File: src/rtl/core/mle_pkg.sv
// Shared types, constants and code tables of the Morse lamp encoder.
package mle_pkg;

    typedef enum logic [2:0] {
        S_IDLE,
        S_LIT,
        S_GAP,
        S_LETTER,
        S_STOP
    } state_t;

    typedef struct packed {
        logic [2:0] count;
        logic [4:0] dashes;
    } morse_code_t;

    localparam int MS_W = 10;
    localparam int CFG_IDX_W = 3;

    localparam logic [1:0] LAMP_DARK  = 2'd0;
    localparam logic [1:0] LAMP_RED   = 2'd1;
    localparam logic [1:0] LAMP_GREEN = 2'd2;

    localparam logic [CFG_IDX_W-1:0] CFG_DOT_ON      = 3'd0;
    localparam logic [CFG_IDX_W-1:0] CFG_DASH_ON     = 3'd1;
    localparam logic [CFG_IDX_W-1:0] CFG_ELEMENT_GAP = 3'd2;
    localparam logic [CFG_IDX_W-1:0] CFG_LETTER_GAP  = 3'd3;
    localparam logic [CFG_IDX_W-1:0] CFG_STOP_ON     = 3'd4;

    localparam logic [MS_W-1:0] DOT_ON_RESET      = 10'd200;
    localparam logic [MS_W-1:0] DASH_ON_RESET     = 10'd500;
    localparam logic [MS_W-1:0] ELEMENT_GAP_RESET = 10'd250;
    localparam logic [MS_W-1:0] LETTER_GAP_RESET  = 10'd350;
    localparam logic [MS_W-1:0] STOP_ON_RESET     = 10'd600;

    localparam logic [7:0] CHAR_SPACE = 8'h20;
    localparam logic [7:0] CHAR_STOP  = 8'h2E;
    localparam logic [7:0] CHAR_A     = 8'h61;
    localparam logic [7:0] CHAR_Z     = 8'h7A;
    localparam logic [7:0] CHAR_0     = 8'h30;
    localparam logic [7:0] CHAR_9     = 8'h39;

    // Bit i of dashes set means element i is a dash; element 0 is sent first.
    localparam morse_code_t LETTER_TABLE [26] = '{
        '{3'd2, 5'h02}, '{3'd4, 5'h01}, '{3'd4, 5'h05}, '{3'd3, 5'h01},
        '{3'd1, 5'h00}, '{3'd4, 5'h04}, '{3'd3, 5'h03}, '{3'd4, 5'h00},
        '{3'd2, 5'h00}, '{3'd4, 5'h0E}, '{3'd3, 5'h05}, '{3'd4, 5'h02},
        '{3'd2, 5'h03}, '{3'd2, 5'h01}, '{3'd3, 5'h07}, '{3'd4, 5'h06},
        '{3'd4, 5'h0B}, '{3'd3, 5'h02}, '{3'd3, 5'h00}, '{3'd1, 5'h01},
        '{3'd3, 5'h04}, '{3'd4, 5'h08}, '{3'd3, 5'h06}, '{3'd4, 5'h09},
        '{3'd4, 5'h0D}, '{3'd4, 5'h03}
    };

    localparam morse_code_t DIGIT_TABLE [10] = '{
        '{3'd5, 5'h1F}, '{3'd5, 5'h1E}, '{3'd5, 5'h1C}, '{3'd5, 5'h18},
        '{3'd5, 5'h10}, '{3'd5, 5'h00}, '{3'd5, 5'h01}, '{3'd5, 5'h03},
        '{3'd5, 5'h07}, '{3'd5, 5'h0F}
    };

    // A count of zero marks a character that has no Morse code.
    function automatic morse_code_t morse_decode(input logic [7:0] ch);
        logic [7:0] letter_off;
        logic [7:0] digit_off;
        morse_code_t code;
        letter_off = ch - CHAR_A;
        digit_off  = ch - CHAR_0;
        case (ch) inside
            [CHAR_A:CHAR_Z]: code = LETTER_TABLE[letter_off[4:0]];
            [CHAR_0:CHAR_9]: code = DIGIT_TABLE[digit_off[3:0]];
            default:         code = '{3'd0, 5'h00};
        endcase
        return code;
    endfunction

endpackage

File: src/rtl/core/morse_lamp_encoder.sv
// Top level of the Morse lamp encoder: character decode, element sequencer and output register.

// One request on the slave side carries a character; the block answers with one request on
// the master side per lamp segment, tlast marking the final segment of that character. The
// element sequencer produces one segment per cycle while the output register is free, the
// dash pattern shifting out one bit per element. A supported character with n elements yields
// a lit and a dark gap segment per element, then a dark letter gap segment; a full stop yields
// one lit segment, and a space or an ignored character none. A new character is taken only
// when the sequencer is idle; the last segment may still wait in the output register meanwhile.
// Write duration registers through the cfg port only while idle; the block does not enforce it.
module morse_lamp_encoder (
    input  logic                            clk,
    input  logic                            rst_n,
    input  logic                            s_tvalid,
    output logic                            s_tready,
    input  logic [7:0]                      s_tdata,   // [7:0] character
    input  logic                            s_tuser,   // [0] message_start
    output logic                            m_tvalid,
    input  logic                            m_tready,
    output logic [15:0]                     m_tdata,   // [1:0] lamp, [11:2] duration_ms, zero pad
    output logic                            m_tlast,   // last_of_run
    input  logic                            cfg_wr_en,
    input  logic [mle_pkg::CFG_IDX_W-1:0]   cfg_index,
    input  logic [mle_pkg::MS_W-1:0]        cfg_data
);

    mle_pkg::state_t state_reg, state_next;

    logic [mle_pkg::MS_W-1:0] dot_on_reg;
    logic [mle_pkg::MS_W-1:0] dash_on_reg;
    logic [mle_pkg::MS_W-1:0] element_gap_reg;
    logic [mle_pkg::MS_W-1:0] letter_gap_reg;
    logic [mle_pkg::MS_W-1:0] stop_on_reg;

    logic green_reg, green_next;
    logic stopped_reg, stopped_next;
    logic [4:0] pattern_reg, pattern_next;
    logic [2:0] count_reg, count_next;

    logic                     m_tvalid_reg, m_tvalid_next;
    logic [1:0]               lamp_reg, lamp_next;
    logic [mle_pkg::MS_W-1:0] duration_reg, duration_next;
    logic                     last_reg, last_next;

    logic                 accept;
    logic                 out_free;
    logic                 emit;
    logic                 green_eff;
    logic                 stopped_eff;
    mle_pkg::morse_code_t code;
    logic [1:0]           lit_lamp;

    assign s_tready = (state_reg == mle_pkg::S_IDLE);
    assign accept   = s_tvalid && s_tready;
    assign out_free = !m_tvalid_reg || m_tready;
    assign emit     = out_free && (state_reg != mle_pkg::S_IDLE);

    // A message start clears colour and stop before this character is looked at.
    assign green_eff   = s_tuser ? 1'b0 : green_reg;
    assign stopped_eff = s_tuser ? 1'b0 : stopped_reg;
    assign code        = mle_pkg::morse_decode(s_tdata);
    assign lit_lamp    = green_reg ? mle_pkg::LAMP_GREEN : mle_pkg::LAMP_RED;

    // Next state.
    always_comb
    begin
        state_next = state_reg;
        case (state_reg)
            mle_pkg::S_IDLE:
            begin
                if (accept && !stopped_eff)
                begin
                    if (s_tdata == mle_pkg::CHAR_STOP)
                    begin
                        state_next = mle_pkg::S_STOP;
                    end
                    else if (code.count != 3'd0)
                    begin
                        state_next = mle_pkg::S_LIT;
                    end
                end
            end
            mle_pkg::S_LIT:
            begin
                if (emit)
                begin
                    state_next = mle_pkg::S_GAP;
                end
            end
            mle_pkg::S_GAP:
            begin
                if (emit)
                begin
                    state_next = (count_reg == 3'd1) ? mle_pkg::S_LETTER : mle_pkg::S_LIT;
                end
            end
            mle_pkg::S_LETTER,
            mle_pkg::S_STOP:
            begin
                if (emit)
                begin
                    state_next = mle_pkg::S_IDLE;
                end
            end
            default:
            begin
                state_next = mle_pkg::S_IDLE;
            end
        endcase
    end

    // Sequencer outputs, colour state and the segment loaded into the output register.
    always_comb
    begin
        green_next    = green_reg;
        stopped_next  = stopped_reg;
        pattern_next  = pattern_reg;
        count_next    = count_reg;
        lamp_next     = lamp_reg;
        duration_next = duration_reg;
        last_next     = last_reg;
        m_tvalid_next = m_tready ? 1'b0 : m_tvalid_reg;
        case (state_reg)
            mle_pkg::S_IDLE:
            begin
                if (accept)
                begin
                    green_next   = green_eff;
                    stopped_next = stopped_eff;
                    if (!stopped_eff)
                    begin
                        if (s_tdata == mle_pkg::CHAR_SPACE)
                        begin
                            green_next = !green_eff;
                        end
                        else if (s_tdata == mle_pkg::CHAR_STOP)
                        begin
                            green_next   = !green_eff;
                            stopped_next = 1'b1;
                        end
                        else
                        begin
                            pattern_next = code.dashes;
                            count_next   = code.count;
                        end
                    end
                end
            end
            mle_pkg::S_LIT:
            begin
                if (emit)
                begin
                    m_tvalid_next = 1'b1;
                    lamp_next     = lit_lamp;
                    duration_next = pattern_reg[0] ? dash_on_reg : dot_on_reg;
                    last_next     = 1'b0;
                end
            end
            mle_pkg::S_GAP:
            begin
                if (emit)
                begin
                    m_tvalid_next = 1'b1;
                    lamp_next     = mle_pkg::LAMP_DARK;
                    duration_next = element_gap_reg;
                    last_next     = 1'b0;
                    pattern_next  = {1'b0, pattern_reg[4:1]};
                    count_next    = count_reg - 3'd1;
                end
            end
            mle_pkg::S_LETTER:
            begin
                if (emit)
                begin
                    m_tvalid_next = 1'b1;
                    lamp_next     = mle_pkg::LAMP_DARK;
                    duration_next = letter_gap_reg;
                    last_next     = 1'b1;
                end
            end
            mle_pkg::S_STOP:
            begin
                if (emit)
                begin
                    m_tvalid_next = 1'b1;
                    lamp_next     = lit_lamp;
                    duration_next = stop_on_reg;
                    last_next     = 1'b1;
                end
            end
            default:
            begin
                m_tvalid_next = m_tvalid_reg;
            end
        endcase
    end

    always_ff @(posedge clk or negedge rst_n)
    begin
        if (!rst_n)
        begin
            state_reg    <= mle_pkg::S_IDLE;
            green_reg    <= 1'b0;
            stopped_reg  <= 1'b0;
            count_reg    <= 3'd0;
            m_tvalid_reg <= 1'b0;
        end
        else
        begin
            state_reg    <= state_next;
            green_reg    <= green_next;
            stopped_reg  <= stopped_next;
            count_reg    <= count_next;
            m_tvalid_reg <= m_tvalid_next;
        end
    end

    always_ff @(posedge clk)
    begin
        pattern_reg  <= pattern_next;
        lamp_reg     <= lamp_next;
        duration_reg <= duration_next;
        last_reg     <= last_next;
    end

    always_ff @(posedge clk or negedge rst_n)
    begin
        if (!rst_n)
        begin
            dot_on_reg      <= mle_pkg::DOT_ON_RESET;
            dash_on_reg     <= mle_pkg::DASH_ON_RESET;
            element_gap_reg <= mle_pkg::ELEMENT_GAP_RESET;
            letter_gap_reg  <= mle_pkg::LETTER_GAP_RESET;
            stop_on_reg     <= mle_pkg::STOP_ON_RESET;
        end
        else if (cfg_wr_en)
        begin
            case (cfg_index)
                mle_pkg::CFG_DOT_ON:      dot_on_reg      <= cfg_data;
                mle_pkg::CFG_DASH_ON:     dash_on_reg     <= cfg_data;
                mle_pkg::CFG_ELEMENT_GAP: element_gap_reg <= cfg_data;
                mle_pkg::CFG_LETTER_GAP:  letter_gap_reg  <= cfg_data;
                mle_pkg::CFG_STOP_ON:     stop_on_reg     <= cfg_data;
                default:                  ;
            endcase
        end
    end

    assign m_tvalid = m_tvalid_reg;
    assign m_tdata  = {4'b0000, duration_reg, lamp_reg};
    assign m_tlast  = last_reg;

    // While elements remain to be sent the element counter must not have run out.
    assert property (@(posedge clk) disable iff (!rst_n)
        (state_reg == mle_pkg::S_LIT || state_reg == mle_pkg::S_GAP) |-> (count_reg != 3'd0))
        else $error("element sequencer active with no elements left");

    // The letter gap closes a character: a dark segment flagged last.
    assert property (@(posedge clk) disable iff (!rst_n)
        (state_reg == mle_pkg::S_LETTER && out_free)
        |=> (m_tvalid && m_tlast && m_tdata[1:0] == mle_pkg::LAMP_DARK))
        else $error("letter gap not presented as a dark last segment");

    // A full stop always leaves the message stopped.
    assert property (@(posedge clk) disable iff (!rst_n)
        (state_reg == mle_pkg::S_STOP) |-> stopped_reg)
        else $error("full stop segment pending without a stopped message");

    // The full stop goes out lit and closes its character.
    assert property (@(posedge clk) disable iff (!rst_n)
        (state_reg == mle_pkg::S_STOP && out_free)
        |=> (m_tvalid && m_tlast && m_tdata[1:0] != mle_pkg::LAMP_DARK))
        else $error("full stop not presented as a lit last segment");

endmodule
File: config.mk
export PLATFORM = sky130hd
export DESIGN_NAME = morse_lamp_encoder
export DESIGN_NICKNAME = d
export VERILOG_FILES = /design/src/rtl/core/mle_pkg.sv /design/src/rtl/core/morse_lamp_encoder.sv
export SDC_FILE = /design/constraint.sdc
export NUM_CORES = 1
export LEC_CHECK = 0
export ABC_AREA = 1
export BUFFER_PORTS_ARGS = -buffer_cell sky130_fd_sc_hd__buf_2
export CAP_MARGIN = 25
export CORE_AREA = 5 5 116 118
export DETAILED_ROUTE_END_ITERATION = 12
export DIE_AREA = 0 0 121 123
export PLACE_DENSITY = 0.51
export SLEW_MARGIN = 5
export SYNTH_ARGS = -nofsm -noshare
export SYNTH_HDL_FRONTEND = slang
export SYNTH_SLANG_ARGS = --single-unit
File: constraint.sdc
create_clock -name clk -period 4.6 [get_ports clk]
set_input_delay 0.46 -clock clk [delete_from_list [all_inputs] [get_ports clk]]
set_output_delay 0.46 -clock clk [all_outputs]
set_load 0.02 [all_outputs]
==> results_dict.tcl, run 1 <==
set metrics [dict create \
    r2r-start "state_reg[2]" \
    synth_area_per_cell_sq_um 8.520 \
    cts_sinks 77 \
    final-setup-viol-count 0 \
    drtAntennaViolNets 0 \
    worst-setup-path-type "reg2reg" \
    gp_congestion 0.8906 \
    synth_flop_cell "dfrtp_1" \
    worst_slew_pin_slew_ns 0.9800 \
    start_util 0.3397 \
    power.density_nw_per_um2 516.9 \
    avgRoutedWirePerCell_um 13.83 \
    cts_buffer_depth 2 \
    grt.busiest_layer "met2" \
    rr_worst_depth 3 \
    seq_area_frac_synth 0.4876 \
    clkLatencyLatePin_ns 0.34 \
    synth_cells 493 \
    worst_path_max_delay_cell "nor3_2" \
    grtUsageMet3 0.02562 \
    n_fill_cell 1267 \
    layout_common_cells "nand2_1, o21ai_0, buf_2, inv_1, dfrtp_1" \
    area_growth_pct 15.10 \
    relSlewSlack 0.3467 \
    status "complete, no violations" \
    grt_use_met1 0.1889 \
    ctsHoldBuffers 0 \
    wl_mm 9.775 \
    slowest_delay_ns 0.83 \
    ys_ff_latch 77 \
    crit_required_ns 4.56 \
    io_buffers 41 \
    hold_class "in2async" \
    layout_commonest_cell "nand2_1" \
    cts.htree.levels 3 \
    design.portCount 46 \
    vias 3322 \
    dieWidth_um 121 \
    slew_viol_final 0 \
    critPathMaxFanout 13 \
    layout_setup_ws_ns 1.854 \
    skew_ns 0.007310 \
    pwr-share-comb 0.306 \
    crit_chain "nor3_2, nor3_1, a21oi_1" \
    gr-usage-all-layers 0.1415 \
    synth_cell_types 42 \
    viasPerCell 4.699 \
    hold_violations 0 \
    switching_share 0.3479 \
    ir_drop_mv 0.2138 \
    r2r_slack_ns 1.85 \
    setup_tns_ns 0 \
    cp.arrival_ns 2.70 \
    dr.pass1.iters 4 \
    p_int_w 0.001630 \
    die_h_um 123 \
    ys_warn_count 0 \
    path_delay_family "simple AND/OR/NAND/NOR gates" \
    p_sw_w 0.0008693 \
    fin_crit_ns 2.746 \
    rsz0062_at_grt "false" \
    drive_above_1_share 0.2318 \
    cp-start-kind "flop" \
    yosys-top-cells-area "dfrtp_1, dfstp_2, edfxtp_1" \
    gr-total-overflow 0 \
    diodes 0 \
    maxCapViolations 0 \
    grt_antenna_before_repair 0 \
    cts_buffers 9 \
    synth_edf_count 18 \
    pre_cts_ws_ns 1.738 \
    gr-usage-met2 0.2272 \
    leakage_nw 2.216 \
    rows 41 \
    cts_resized 0 \
    cp_num_buf_inv 0 \
    yosys.area.top_type "dfrtp_1" \
    worstReg2RegEnd "duration_reg[9]" \
    drt_iter0_markers 248 \
    synth.top_cell.area_share 0.2026 \
    fmax_mhz 364.2 \
    cts_tree "yes" \
    syn_area_sq_um 4200 \
    crit_path_end_kind "flop" \
    layout_worst_path_cycle_share 0.5969 \
    grt_pass1_wl_mm 16.56 \
    fin_nets 567 \
    drc 0 \
    cts_setup_buffers 0 \
    grt_pass1_vias 3310 \
    die_area_sq_um 14880 \
    synthArstFlopShare 0.7662 \
    p_clk_frac 0.271 \
    cts.clk_slew.worst_paths_ns 0.06 \
    seqPwrFrac 0.423 \
    root_buffer "clkbuf_16" \
    hpwl_mm 6.868 \
    coreArea_sq_um 12360 \
    grt_start_max_net_pins 60 \
]
## stage by stage
stage	util	instances	hold slack, ns	cell area, sq um	power (W)
after CTS	0.3911	707	0.3093	4835	0.002530
after floorplan	-	496	0.1644	4212	0.001612
after global placement	0.3678	691	0.4664	4547	0.001833
final	0.3911	707	0.2717	4835	0.002499
after detailed placement	0.3678	691	0.4737	4547	0.001847
after global routing	0.3911	707	0.3533	4835	0.002672
## how the worst max path moves through the flow
stage | start | endpoint | slack [ns] | cells after the start
floorplan | state_reg[2] | duration_reg[0] | 2.66 | 4
global placement | state_reg[2] | duration_reg[1] | 1.87 | 3
detailed placement | state_reg[2] | duration_reg[2] | 1.74 | 3
CTS | state_reg[2] | duration_reg[9] | 1.74 | 3
global route | state_reg[2] | duration_reg[9] | 1.66 | 3
finish | state_reg[2] | duration_reg[9] | 1.85 | 3
## area by class of cell
class	instances	area (sq um)	area share
well taps	172	215.2	0.04451
flip-flops and latches	77	2048	0.4237
clock buffers	13	270.3	0.05590
inverters	43	161.4	0.03339
clock inverters	3	17.52	0.003623
repair buffers	45	235.2	0.04865
multi-input cells	354	1887	0.3903
## cell families after synthesis
| kind of cell | Yosys count | synth area share |
|---|---|---|
| multiplexers | 3 | 0.007150 |
| AO/OA/AOI/OAI | 125 | 0.1722 |
| XOR/XNOR | 2 | 0.004171 |
| adder cells (fa/ha/maj) | 10 | 0.02979 |
| buffers and inverters | 65 | 0.06583 |
| flip-flops | 77 | 0.4876 |
| other | 1 | 0.0008928 |
| AND/OR/NAND/NOR | 210 | 0.2324 |
## power groups by stage
stage	clock network [W]	logic, W	registers (W)
after detailed placement	0	0.000777	0.00107
after floorplan	0	0.000491	0.00112
after CTS	0.000692	0.000780	0.00106
after global placement	0	0.000770	0.00106
final	0.000678	0.000765	0.00106
after global routing	0.000724	0.000868	0.00108
## synthesized netlist by cell type (2+ instances only)
library cell	number
nand2_2	7
a22o_1	9
o211ai_1	3
dfrtp_1	34
a31oi_1	9
nand2_1	124
nand3_2	2
nor2_1	27
xnor2_1	2
a211oi_1	6
inv_1	36
dfstp_2	25
nand2_4	7
nand3_1	21
buf_2	5
a21oi_2	3
nor3_1	3
nand4_1	4
mux2i_1	3
edfxtp_1	18
ha_1	10
o21ai_0	71
inv_2	7
or2_2	2
nand3b_1	3
buf_4	5
clkbuf_1	11
nor2_2	5
a21oi_1	18
## per-layer routing
metal  routed length, um  vias to the layer above
met2                4510                       66
met5                   0                        -
met1                4696                     1526
met3                 412                        8
met4                 155                        0
li1                    -                     1722
## worst register-to-register path, delay by kind of cell (launching register included)
family,cells,cell delay (ns)
AOI/OAI and AO/OA,1,0.82
and+or+nand+nor,2,1.08
DFF,1,0.47
(Power assumes the default switching activity.)
==> inputs of run 2 (changes only) <==
==> constraint.sdc (replaced) <==
create_clock -name clk -period 2.85 [get_ports clk]
set_input_delay 0.285 -clock clk [delete_from_list [all_inputs] [get_ports clk]]
set_output_delay 0.285 -clock clk [all_outputs]
set_load 0.02 [all_outputs]
==> results_dict.tcl, run 2 (same netlist as run 1, synthesis figures left out) <==
set metrics [dict create \
    status "complete, no violations" \
    io_buffers 41 \
    drc 0 \
    layout_setup_ws_ns 0.7439 \
    setup_tns_ns 0 \
    final-setup-viol-count 0 \
    grt_antenna_before_repair 0 \
    critPathMaxFanout 20 \
    gr-usage-all-layers 0.1412 \
    drive_above_1_share 0.2328 \
    slew_viol_final 0 \
    dieWidth_um 121 \
    cts.htree.levels 3 \
    layout_worst_path_cycle_share 0.7390 \
    worst-setup-path-type "reg2reg" \
    gr-total-overflow 0 \
    crit_top_cell "a21oi_1" \
    viasPerCell 4.739 \
    fmax_mhz 474.8 \
    cts_resized 0 \
    cts_setup_buffers 0 \
    multi_input_area_sq_um 1887 \
    cts_buffers 9 \
    final_area_sq_um 4867 \
    layout_commonest_cell "nand2_1" \
    avgRoutedWirePerCell_um 14.13 \
    area_growth_pct 15.88 \
    relSlewSlack 0.4380 \
    gp_congestion 0.8913 \
    die_h_um 123 \
    hold_class "in2async" \
    grt_pass1_vias 3178 \
    cp.arrival_ns 2.31 \
    drtAntennaViolNets 0 \
    grt_pass1_wl_mm 16.51 \
    worst_slew_pin_slew_ns 0.8406 \
    maxCapViolations 0 \
    leakage_nw 2.223 \
    crit_chain "nor3_2, buf_4, inv_1, o21ai_2, inv_2, a21oi_1, a21oi_1" \
    power.total_w 0.004080 \
    rows 41 \
    seqCellArea_sq_um 2048 \
    layout_common_cells "nand2_1, o21ai_0, buf_2, inv_1, dfrtp_1" \
    fin_nets 569 \
    cts_tree "yes" \
    slowest_delay_ns 0.47 \
    power.density_nw_per_um2 838.3 \
    fin_crit_ns 2.106 \
    crit_required_ns 3.06 \
    coreArea_sq_um 12360 \
    dpl_cell_area_sq_um 4567 \
    wl_mm 10.02 \
    cts_buffer_depth 2 \
    worst_path_max_delay_cell "dfrtp_1" \
    pre_cts_ws_ns 0.5679 \
    ctsHoldBuffers 0 \
    rsz0062_at_grt "false" \
    root_buffer "clkbuf_16" \
    start_util 0.3397 \
    n_fill_cell 1262 \
    ir_drop_mv 0.4370 \
    vias 3360 \
    die_area_sq_um 14880 \
    design.portCount 46 \
    hold_violations 0 \
    drt_iter0_markers 207 \
    cp-start-kind "flop" \
    skew_ns 0.002737 \
    cts_sinks 77 \
    diodes 0 \
    dr.pass1.iters 5 \
    cts.clk_slew.worst_paths_ns 0.06 \
    grt_start_max_net_pins 32 \
    clkLatencyLatePin_ns 0.33 \
    crit_path_end_kind "flop" \
    hpwl_mm 6.942 \
]
run 2: cell types whose count changed in the layout (fill, tap and decap cells not counted):
cell        before  now
inv_4            2    0
buf_4            4    5
clkinv_4         0    2
clkinvlp_4       0    1
buf_12           0    1
clkbuf_8         3    0
clkinv_1         0    1
bufinv_16        0    1
run 2: where the power goes:
group / internal (W) / switching (W)
Clock: 0.000676 / 0.000428
Combinational: 0.000441 / 0.000833
Sequential: 0.00155 / 0.000154
Total: 0.00266 / 0.00142
run 2: path summary, 6_finish.rpt:
kind | startpoint | to | slack (ns) | cells after the start
max | state_reg[2] | count_reg[0] | 0.74 | 7
min | rst_n | stopped_reg | 0.001 | 1
max reg2reg | state_reg[2] | count_reg[0] | 0.74 | 7
min reg2reg | dash_on_reg[0] | dash_on_reg[0] | 0.48 | 2
max in group asynchronous | rst_n | dash_on_reg[8] | 2.17 | 2
min in group clk | cfg_data[1] | letter_gap_reg[1] | 0.25 | 3
run 2: per-layer routing:
metal | track usage | vias to the layer above | wire (um)
met2 | 0.2251 | 77 | 4580
met1 | 0.1958 | 1551 | 4862
met4 | 0.04320 | 0 | 130
met3 | 0.02653 | 7 | 443
met5 | 0 | - | 0
li1 | - | 1725 | -
run 2: through the flow:
| step | utilization | cells | hold WS [ns] |
|---|---|---|---|
| 5_1_grt | 0.3937 | 709 | 0.06763 |
| 3_3_place_gp | 0.3694 | 692 | 0.3713 |
| 6_report | 0.3937 | 709 | 0.001377 |
| 4_1_cts | 0.3931 | 708 | 0.02741 |
| 3_5_place_dp | 0.3694 | 692 | 0.3825 |
| 2_1_floorplan | - | 496 | -0.01059 |
run 2: cell type report:
| cell class | instances | area share |
|---|---|---|
| clock buffer | 10 | 0.04704 |
| tap | 172 | 0.04422 |
| sequential | 77 | 0.4208 |
| multi-input combinational | 354 | 0.3877 |
| timing repair buffer | 47 | 0.05398 |
| inverter | 43 | 0.03316 |
| clock inverter | 6 | 0.01311 |
run 2: worst max-delay path, delay by kind of cell, from the launching register on:
family | cells | cell delay [ns]
AND/OR/NAND/NOR | 1 | 0.24
flip-flops | 1 | 0.47
buffers and inverters | 3 | 0.62
AO/OA/AOI/OAI | 3 | 0.66
